<file path="config.mk">
export PLATFORM = sky130hd
export DESIGN_NAME = interval_duty_cycle_actuator
export DESIGN_NICKNAME = d
export VERILOG_FILES = /design/src/rtl/idca_pkg.sv /design/src/rtl/interval_duty_cycle_actuator.sv
export SDC_FILE = /design/constraint.sdc
export NUM_CORES = 1
export LEC_CHECK = 0
export BUFFER_PORTS_ARGS = -buffer_cell sky130_fd_sc_hd__buf_4
export CORE_UTILIZATION = 60
export CTS_CLUSTER_DIAMETER = 100
export DETAILED_ROUTE_END_ITERATION = 8
export GPL_ROUTABILITY_DRIVEN = 0
export PLACE_DENSITY = 0.79
export SLEW_MARGIN = 20
export SYNTH_ARGS = -nofsm -noshare
export SYNTH_HDL_FRONTEND = slang
export SYNTH_SLANG_ARGS = --single-unit
</file>
<file path="constraint.sdc">
create_clock -name clk -period 10.12 [get_ports clk]
set_input_delay 1.518 -clock clk [delete_from_list [all_inputs] [get_ports clk]]
set_output_delay 1.518 -clock clk [all_outputs]
set_load 0.01 [all_outputs]
</file>
<file path="src/rtl/idca_pkg.sv">
package idca_pkg;

  // field widths
  localparam int unsigned OP_W    = 2;
  localparam int unsigned TIME_W  = 32;
  localparam int unsigned VALUE_W = 32;
  localparam int unsigned SEC_W   = 23;

  // packed stream widths (padded to whole bytes)
  localparam int unsigned IN_DATA_W  = 72;
  localparam int unsigned OUT_DATA_W = 40;

  // configuration register indexes
  localparam logic [1:0] REG_ON_SECONDS     = 2'd0;
  localparam logic [1:0] REG_PERIOD_SECONDS = 2'd1;
  localparam logic [1:0] REG_MIN_OUTPUT     = 2'd2;

  // operation codes
  localparam logic [OP_W-1:0] OP_TICK       = 2'd0;
  localparam logic [OP_W-1:0] OP_SET_TARGET = 2'd1;
  localparam logic [OP_W-1:0] OP_SET_ENABLE = 2'd2;

  // time scale and period limit
  localparam logic [TIME_W-1:0] MS_PER_SECOND  = 32'd1000;
  localparam logic [SEC_W-1:0]  MAX_PERIOD_SEC = 23'd4294967;

endpackage

</file>
<file path="src/rtl/interval_duty_cycle_actuator.sv">
// channel  | direction | handshake                  | payload
// ---------+-----------+----------------------------+--------------------------------------
// in       | slave     | in_tvalid / in_tready      | tuser: operation; tdata: now_ms,
//          |           |                            |   target_value, enable_request
// out      | master    | out_tvalid / out_tready    | tdata: drive_write, drive_value,
//          |           |                            |   enabled_now, in_on_phase
// cfg      | slave     | cfg_valid / cfg_ready      | cfg_index, cfg_data
//
// a tick latches the item and the period scaled to milliseconds, runs the bit-serial
// remainder unit over all 32 dividend bits, then finishes; target and enable operations
// go straight to the finish step. one item is in work at a time. reset (rst_n,
// synchronous, active low) clears state, config (period to one second) and the output
// valid flag. a result waits in the output register under out_tready stall while the
// next item is already taken; the finish step holds only if that register is still full.
module interval_duty_cycle_actuator (
  input  logic                            clk,
  input  logic                            rst_n,
  // input stream
  input  logic                            in_tvalid,
  output logic                            in_tready,
  input  logic [idca_pkg::OP_W-1:0]       in_tuser,   // [1:0] operation
  input  logic [idca_pkg::IN_DATA_W-1:0]  in_tdata,   // [31:0] now_ms, [63:32] target_value,
                                                      // [64] enable_request, rest zero
  // result stream
  output logic                            out_tvalid,
  input  logic                            out_tready,
  output logic [idca_pkg::OUT_DATA_W-1:0] out_tdata,  // [0] drive_write, [32:1] drive_value,
                                                      // [33] enabled_now, [34] in_on_phase
  // configuration writes
  input  logic                            cfg_valid,
  output logic                            cfg_ready,
  input  logic [1:0]                      cfg_index,
  input  logic [idca_pkg::VALUE_W-1:0]    cfg_data
);

  localparam int unsigned DIV_STEPS = idca_pkg::TIME_W;
  localparam int unsigned CNT_W     = $clog2(DIV_STEPS);

  typedef enum logic [1:0] {
    ST_IDLE,
    ST_DIV,
    ST_FIN
  } state_t;

  state_t state_r;

  // configuration registers
  logic [idca_pkg::SEC_W-1:0]   on_sec_r;
  logic [idca_pkg::SEC_W-1:0]   period_sec_r;
  logic [idca_pkg::VALUE_W-1:0] min_output_r;

  // block state
  logic [idca_pkg::TIME_W-1:0]  cycle_start_r;
  logic                         started_r;
  logic                         on_phase_r;
  logic [idca_pkg::VALUE_W-1:0] stored_target_r;
  logic                         enabled_r;

  // work registers
  logic                         tick_r;
  logic                         pend_wr_r;
  logic [idca_pkg::VALUE_W-1:0] pend_val_r;
  logic [idca_pkg::TIME_W-1:0]  period_ms_r;
  logic [idca_pkg::TIME_W-1:0]  on_ms_r;
  logic [idca_pkg::TIME_W-1:0]  dividend_r;
  logic [idca_pkg::TIME_W-1:0]  rem_r;
  logic [idca_pkg::TIME_W-1:0]  rem_nxt;
  logic [CNT_W-1:0]             cnt_r;

  // output stage
  logic                          out_valid_r;
  logic [idca_pkg::OUT_DATA_W-1:0] out_data_r;

  // input fields
  logic [idca_pkg::OP_W-1:0]    in_op;
  logic [idca_pkg::TIME_W-1:0]  in_now;
  logic [idca_pkg::VALUE_W-1:0] in_target;
  logic                         in_enable;
  logic                         in_fire;

  // effective period and on-time
  logic [idca_pkg::SEC_W-1:0]   eff_period;
  logic [idca_pkg::SEC_W-1:0]   eff_on;
  logic [idca_pkg::TIME_W-1:0]  period_ms_nxt;
  logic [idca_pkg::TIME_W-1:0]  on_ms_nxt;
  logic [idca_pkg::TIME_W:0]    trial;
  logic                         phase_now;
  logic                         out_free;
  logic                         en_restart;

  assign in_op     = in_tuser;
  assign in_now    = in_tdata[31:0];
  assign in_target = in_tdata[63:32];
  assign in_enable = in_tdata[64];

  assign in_tready  = (state_r == ST_IDLE);
  assign in_fire    = in_tvalid && in_tready;
  assign cfg_ready  = 1'b1;
  assign out_tvalid = out_valid_r;
  assign out_tdata  = out_data_r;
  assign out_free   = !out_valid_r || out_tready;

  // rising enable with nonzero on-time restarts the cycle
  assign en_restart = in_enable && !enabled_r && (eff_on != '0);

  // clamp period and on-time, scale to milliseconds
  always_comb begin
    if (period_sec_r == '0) begin
      eff_period = idca_pkg::SEC_W'(1);
    end else if (period_sec_r > idca_pkg::MAX_PERIOD_SEC) begin
      eff_period = idca_pkg::MAX_PERIOD_SEC;
    end else begin
      eff_period = period_sec_r;
    end
    eff_on        = (on_sec_r > eff_period) ? eff_period : on_sec_r;
    period_ms_nxt = idca_pkg::TIME_W'(eff_period) * idca_pkg::MS_PER_SECOND;
    on_ms_nxt     = idca_pkg::TIME_W'(eff_on) * idca_pkg::MS_PER_SECOND;
  end

  // one restoring remainder step per cycle, dividend bits enter msb first
  always_comb begin
    trial = {rem_r, dividend_r[idca_pkg::TIME_W-1]} - {1'b0, period_ms_r};
    if (trial[idca_pkg::TIME_W]) begin
      rem_nxt = {rem_r[idca_pkg::TIME_W-2:0], dividend_r[idca_pkg::TIME_W-1]};
    end else begin
      rem_nxt = trial[idca_pkg::TIME_W-1:0];
    end
  end

  assign phase_now = (rem_r < on_ms_r);

  // control, state and output register
  always_ff @(posedge clk) begin
    if (!rst_n) begin
      state_r         <= ST_IDLE;
      on_sec_r        <= '0;
      period_sec_r    <= idca_pkg::SEC_W'(1);
      min_output_r    <= '0;
      cycle_start_r   <= '0;
      started_r       <= 1'b0;
      on_phase_r      <= 1'b0;
      stored_target_r <= '0;
      enabled_r       <= 1'b0;
      out_valid_r     <= 1'b0;
      cnt_r           <= '0;
    end else begin
      // configuration transfer
      if (cfg_valid) begin
        case (cfg_index)
          idca_pkg::REG_ON_SECONDS:     on_sec_r     <= cfg_data[idca_pkg::SEC_W-1:0];
          idca_pkg::REG_PERIOD_SECONDS: period_sec_r <= cfg_data[idca_pkg::SEC_W-1:0];
          idca_pkg::REG_MIN_OUTPUT:     min_output_r <= cfg_data;
          default: ;
        endcase
      end

      // result taken downstream with no new one loaded behind it
      if (out_valid_r && out_tready && (state_r != ST_FIN)) begin
        out_valid_r <= 1'b0;
      end

      case (state_r)
        ST_IDLE: begin
          if (in_fire) begin
            tick_r <= (in_op == idca_pkg::OP_TICK);
            case (in_op)
              idca_pkg::OP_TICK: begin
                // latch cycle start on the first tick
                if (!started_r) begin
                  cycle_start_r <= in_now;
                  started_r     <= 1'b1;
                  dividend_r    <= '0;
                end else begin
                  dividend_r    <= in_now - cycle_start_r;
                end
                pend_wr_r   <= 1'b0;
                pend_val_r  <= '0;
                period_ms_r <= period_ms_nxt;
                on_ms_r     <= on_ms_nxt;
                rem_r       <= '0;
                cnt_r       <= CNT_W'(DIV_STEPS - 1);
                state_r     <= ST_DIV;
              end
              idca_pkg::OP_SET_TARGET: begin
                stored_target_r <= in_target;
                pend_wr_r       <= on_phase_r;
                pend_val_r      <= on_phase_r ? in_target : '0;
                state_r         <= ST_FIN;
              end
              idca_pkg::OP_SET_ENABLE: begin
                enabled_r  <= in_enable;
                pend_wr_r  <= en_restart;
                pend_val_r <= en_restart ? stored_target_r : '0;
                state_r    <= ST_FIN;
                if (en_restart) begin
                  cycle_start_r <= in_now;
                  started_r     <= 1'b1;
                  on_phase_r    <= 1'b1;
                end
              end
              default: begin
                pend_wr_r  <= 1'b0;
                pend_val_r <= '0;
                state_r    <= ST_FIN;
              end
            endcase
          end
        end

        ST_DIV: begin
          rem_r      <= rem_nxt;
          dividend_r <= {dividend_r[idca_pkg::TIME_W-2:0], 1'b0};
          cnt_r      <= cnt_r - CNT_W'(1);
          if (cnt_r == '0) begin
            state_r <= ST_FIN;
          end
        end

        ST_FIN: begin
          if (out_free) begin
            out_valid_r <= 1'b1;
            state_r     <= ST_IDLE;
            if (tick_r) begin
              // phase change issues a drive value
              on_phase_r <= phase_now;
              if (phase_now != on_phase_r) begin
                out_data_r <= {5'b0, phase_now, enabled_r,
                               (phase_now ? stored_target_r : min_output_r), 1'b1};
              end else begin
                out_data_r <= {5'b0, phase_now, enabled_r, {idca_pkg::VALUE_W{1'b0}}, 1'b0};
              end
            end else begin
              out_data_r <= {5'b0, on_phase_r, enabled_r, pend_val_r, pend_wr_r};
            end
          end
        end

        default: state_r <= ST_IDLE;
      endcase
    end
  end

  // remainder stays below the divisor while the unit runs
  assert property (@(posedge clk) disable iff (!rst_n)
    (state_r == ST_DIV) |-> (rem_r < period_ms_r))
    else $error("remainder not below period");

  // on window never exceeds the period
  assert property (@(posedge clk) disable iff (!rst_n)
    (state_r == ST_DIV) |-> (on_ms_r <= period_ms_r))
    else $error("on window longer than period");

  // no drive means a zero drive value
  assert property (@(posedge clk) disable iff (!rst_n)
    (out_valid_r && !out_data_r[0]) |-> (out_data_r[32:1] == '0))
    else $error("drive value without drive write");

  // an accepted item blocks the next one in the cycle after it
  assert property (@(posedge clk) disable iff (!rst_n)
    in_fire |=> !in_tready)
    else $error("second item taken while one is in work");

endmodule

</file>
# [Word level (Yosys, flattened, before mapping)]
# Index checks and enable logic that the tools add are counted.
[totals] ff_bits=349 inputBits=113 out_inout_bits=43 word_cells=115
[op_classes] add_sub_neg=3 multipliers=2 magnitude_cmp=3 n_eq_ne=17 mux=39 reduce_logical=31
[ops] op="$mux W32" n=11
[ops] op="$pmux W32 S2" n=4
[ops] op="$mux W23" n=3
[ops] op="$mul A23 B7 Y29 const B" n=2
[ops] op="$mux W35" n=1
[ops] op="$mux W33" n=1
[ops] op="$sub A33 B32 Y33" n=1
[ops] op="$lt A32 B32 Y1" n=1
[ops] op="$sub A32 B32 Y32" n=1
[ops] op="$gt A23 B23 Y1" n=1
[ops] op="$gt A23 B23 Y1 const B" n=1
[ops] op="$logic_not A23 Y1" n=1
[ops] op="$reduce_bool A23 Y1" n=1
[ops] op="$reduce_and A3 Y1" n=6
[ops] op="$ne A2 B2 Y1 const B" n=6
[ops] op="$reduce_and A4 Y1" n=3
[ops] op="$mux W5" n=2
[ops] op="$pmux W5 S2" n=1
[ops] op="$mux W1" n=8
[ops] op="$mux W2" n=4
[ops] op="$ne A2 B1 Y1 const B" n=4
[ops] op="$eq A2 B1 Y1 const B" n=3
[ops] op="$eq A2 B2 Y1 const B" n=3
[ops] op="$logic_not A2 Y1" n=3
[ops] op="other kinds (12)" n=23

# [Depth between registers and ports, before layout]
[logic_depth] depth_word=11 ltp_mapped=38 mapped_depth_nobuf=34

# [Worst setup path after synthesis]
# No wires, ideal clock.
[synth_timing] kind="flip-flop to flip-flop" start="reg period_sec_r[18] (netlist bit)" end="reg on_ms_r[30] (netlist bit), data pin" setup_ns=0.258 t_arrival_ns=8.018 required_time_ns=9.862 setup_slack_ns=1.845 path_stages_with_launch=35 path_buffers=4 period_less_slack_ns=8.275 cell_sequence="dfxtp_1 or4_1 o31ai_2 o21ai_1 buf_4 nor2_1 ha_1 nor2b_1 o21a_1 o21a_1 o21a_1 o31a_1 o31ai_4 buf_6 buf_6 clkbuf_1 nand2_1 o21a_1 inv_1 fa_1 inv_1 fa_1 fa_1 fa_1 inv_1 ha_1 and3_1 nand3_1 or3_1 o22a_1 a31oi_1 nand4_1 and4b_1 a21oi_1 xnor2_1"
[synth_between] elab_chain_cells=6 elab_cells_between_ends=7 classes_between="mul: 1; order compare: 2; mux: 3; reduce/logical: 1"
[synth_lines] item="start: declaration" line_no="interval_duty_cycle_actuator.sv:49" source="logic [idca_pkg::SEC_W-1:0] period_sec_r;"
[synth_lines] item="start signal: assignment" line_no="interval_duty_cycle_actuator.sv:137" source="period_sec_r <= idca_pkg::SEC_W'(1);"
[synth_lines] item="start signal: assignment" line_no="interval_duty_cycle_actuator.sv:151" source="idca_pkg::REG_PERIOD_SECONDS: period_sec_r <= cfg_data[idca_pkg::SEC_W-1:0];"
[synth_lines] item="$gt A23 B23 Y1" line_no="interval_duty_cycle_actuator.sv:110" source="end else if (period_sec_r > idca_pkg::MAX_PERIOD_SEC) begin"
[synth_lines] item="$mux W23" line_no="interval_duty_cycle_actuator.sv:110"
[synth_lines] item="$mux W23 (*)" line_no="interval_duty_cycle_actuator.sv:108" source="if (period_sec_r == '0) begin"
[synth_lines] item="$gt A23 B23 Y1" line_no="interval_duty_cycle_actuator.sv:115" source="eff_on = (on_sec_r > eff_period) ? eff_period : on_sec_r;"
[synth_lines] item="$mux W23 (*)" line_no="interval_duty_cycle_actuator.sv:115"
[synth_lines] item="$mul A23 B7 Y29 (*)" line_no="interval_duty_cycle_actuator.sv:117" source="on_ms_nxt = idca_pkg::TIME_W'(eff_on) * idca_pkg::MS_PER_SECOND;"
[synth_lines] item="net on_ms_nxt, one bit" line_no="interval_duty_cycle_actuator.sv:85" source="logic [idca_pkg::TIME_W-1:0] on_ms_nxt;"
[synth_lines] item="end signal: assignment" line_no="interval_duty_cycle_actuator.sv:179" source="on_ms_r <= on_ms_nxt;"
[synth_lines] item="end: declaration" line_no="interval_duty_cycle_actuator.sv:64" source="logic [idca_pkg::TIME_W-1:0] on_ms_r;"
# Mark *: on every way through the listed nets, which the timed path passes. The rest lies on a longest branch.
# A chain may end at the register's enable or synchronous reset.

# [Final worst setup path]
# Same ends and word-level chain as after synthesis.

==> reports/results.ini <==
[clock_network]
cts_root_buffer=clkbuf_16
cts_resized=0
cts.sinks=344
cts_hold_buf=0
cts-buffers-inserted=39
path_clk_slew_ps=60
cts_buffer_depth=3
clkLatencyLatePin_ps=580
postCtsSetupRepairBufs=0
cts_tree=yes
htreeDepth=2

[floorplanning]
die_h_um=208
die_w_um=208
row_count=74
num_io_pins=156
start_util_pct=61.5
core_um2=41200
dieArea_um2=43100

[logic_synthesis]
syn_inst=2641
ys_ff_latch=344
ys_warn_count=0
syn_area_per_cell_um2=9.60
synth_area_um2=25300
yosys_most_used_dff=edfxtp_1
ys_types=85
synth_edf_count=191
ys_async_sr_fraction_pct=0
yosysSeqAreaShare_pct=34.7

[sta]
tightest_slew_ps=1120
timing.hold.ws_ps=453
max_freq_mhz=111
slew_viol_final=0
min_period_ps=9000
setup_viol=0
clock_skew_ps=21.1
finalCritPeriodShare_pct=89.0
maxSlewHeadroom_pct=25.3
finalSetupTns_ps=0
rsz0062_at_grt=false
hold_viol_final=0

[worst_setup_path]
end_kind=flip-flop
r2r-end=on_ms_r[30]
cp_max_fo=22
r2r_cells=32
reg2reg_slack_ps=1120
critical-path-max-stage-delay_ps=600
crit_required_ps=10440
path_class=reg -> reg
start_kind=flip-flop
crit_path_start=period_sec_r[18]
rr_startpoint=period_sec_r[18]
cp_slowest_cell=or4_1
cpMostUsedCell=fa_1
crit_arrival_ps=9320

[job]
cap_violations=0

[drt]
routedWlPerCell_um=17.5
post_drt_via_cell_ratio=5.87
wl_um=58100
ant_nets=0
drt_iter0_drc=1393
drc_errors=0
dr.pass1.iters=6
vias=19400

[grt]
grt_usage_pct=27.4
grt_max_degree=99
grt_first_pass_wirelength_um=97100
grt_antenna_before_repair=0
grt_pass1_vias=19900
busiest_layer=met2
grt_util_met2_pct=46.5
use_met3_pct=5.67
grt_overflow_total=0
grt_util_met1_pct=35.0

[hold_path]
min_path_type=reg -> reg
hp-start=min_output_r[10]
min_path_cells=2
min_to=min_output_r[10]

[power_and_ir_drop]
p_per_area_nw_per_um2=150
peakVddDrop_uv=120
p_leak_nw=12.5

[cells_and_area]
syn_to_final_growth_pct=11.0
final_cells=3313
drive_gt1_share_pct=10.1
insertedDiodeCount=0
final.fill_count=3074
layout.nets=3256

[placed_design]
portBuffers=142
dp_cells=3241
hpwl_um=42700

[run_status]
status=finished, final reports clean

==> critical path: cells and delay by family (launching register included) <==
family / cells / cell delay [ps]
AO/OA/AOI/OAI: 11 / 2480
XOR/XNOR: 1 / 80
adder cells (fa/ha/maj): 6 / 2720
buffers and inverters: 5 / 730
flip-flops: 1 / 320
AND/OR/NAND/NOR: 9 / 2410
==> cells in the final DEF, fill, tap and decap left out, drive strengths merged, types with 32 or more instances in the layout <==
cell type  instances
o21ai            102
buf              167
nor2             176
xor2              40
nand2            374
xnor2             78
inv              271
a22o              32
a21oi            238
ha               238
a21o              50
fa               155
o21a              53
edfxtp           191
clkbuf            49
mux2i             59
dfxtp            153
==> flip-flops by register name, indices dropped and copies added (netlist names), 2 cells and up <==
signal / count
dividend_r: 32
pend_val_r: 32
on_sec_r: 23
state_r: 2
out_tdata: 35
rem_r: 32
on_ms_r: 29
min_output_r: 32
period_sec_r: 23
cnt_r: 5
cycle_start_r: 32
period_ms_r: 29
stored_target_r: 32
==> layout make-up <==
cell class	instances	area [um^2]	area share, %
timing repair buffer	167	1250	4.45
sequential	344	8800	31.3
multi-input combinational	1930	15100	53.7
inverter	268	1010	3.58
clock inverter	23	259	0.920
tap	532	666	2.37
clock buffer	49	1040	3.71
==> cell usage after synthesis (6+ instances only) <==
cell       number  share of area [%]
a22o_1         32                1.1
buf_6           7               0.31
and3_1         14               0.35
o211ai_1       12               0.36
or3_1           6               0.15
a31oi_1         7               0.17
mux2i_1        57                2.3
nor4_1          8               0.20
o21bai_1       13               0.39
xor2_1         40                1.4
nand2_1       373                5.5
edfxtp_1      191                 23
nor3_1         23               0.45
o31ai_1         7               0.21
a211oi_1       16               0.47
clkbuf_1       77                1.1
fa_1          155                 12
a21oi_1       231                4.6
dfxtp_1       153                 12
inv_1         266                3.9
or2_2           9               0.22
a21o_1         50                1.5
nor2_1        175                2.6
nand4_1        19               0.47
xnor2_1        73                2.5
nor2b_1        25               0.62
o21ai_0        95                1.9
and2_1         10               0.25
ha_1          238                 12
nand3_1        20               0.39
o21a_1         52                1.5
o221ai_1       24               0.83
a22oi_1        12               0.36
nand2b_1       24               0.59
buf_4           9               0.27
buf_2           9               0.18
o2111ai_1       7               0.24
==> routing by layer <==
metal,vias up,routed length (um)
li1,9344,-
met1,9391,24500
met2,575,28000
met3,125,3950
met4,0,1590
met5,-,0
==> report_power, final <==
part	total, mW	internal (mW)	switching [mW]
combinational	1.16	0.474	0.690
clock	1.45	0.845	0.602
sequential	1.60	1.57	0.0329
==> worst max path at each step <==
stage	to	slack (ps)
finish	on_ms_r[30]	1120
global route	on_ms_r[30]	600
CTS	on_ms_r[30]	1120
detailed placement	on_ms_r[30]	1200
global placement	on_ms_r[30]	1360
floorplan	on_ms_r[30]	1840
==> logic make-up after synthesis <==
kind of cell,share of synthesized area (%)
muxes,2.45
adders and majority gates,24.1
and+or+nand+nor,12.7
buffers and inverters,5.94
DFF,34.7
other,0.0296
xor gates and xnor gates,4.27
AOI/OAI and AO/OA,15.8
==> per-stage QoR <==
step / cell area (um^2) / util, % / power (mW) / worst slack (ps)
floorplan: 25400 / - / 2.50 / 1840
global placement: 26800 / 65.1 / 2.73 / 1360
detailed placement: 26800 / 65.1 / 2.78 / 1200
CTS: 28100 / 68.3 / 4.23 / 1120
global route: 28100 / 68.3 / 4.44 / 603
finish: 28100 / 68.3 / 4.21 / 1120
Power figures use the tool's default switching activity.
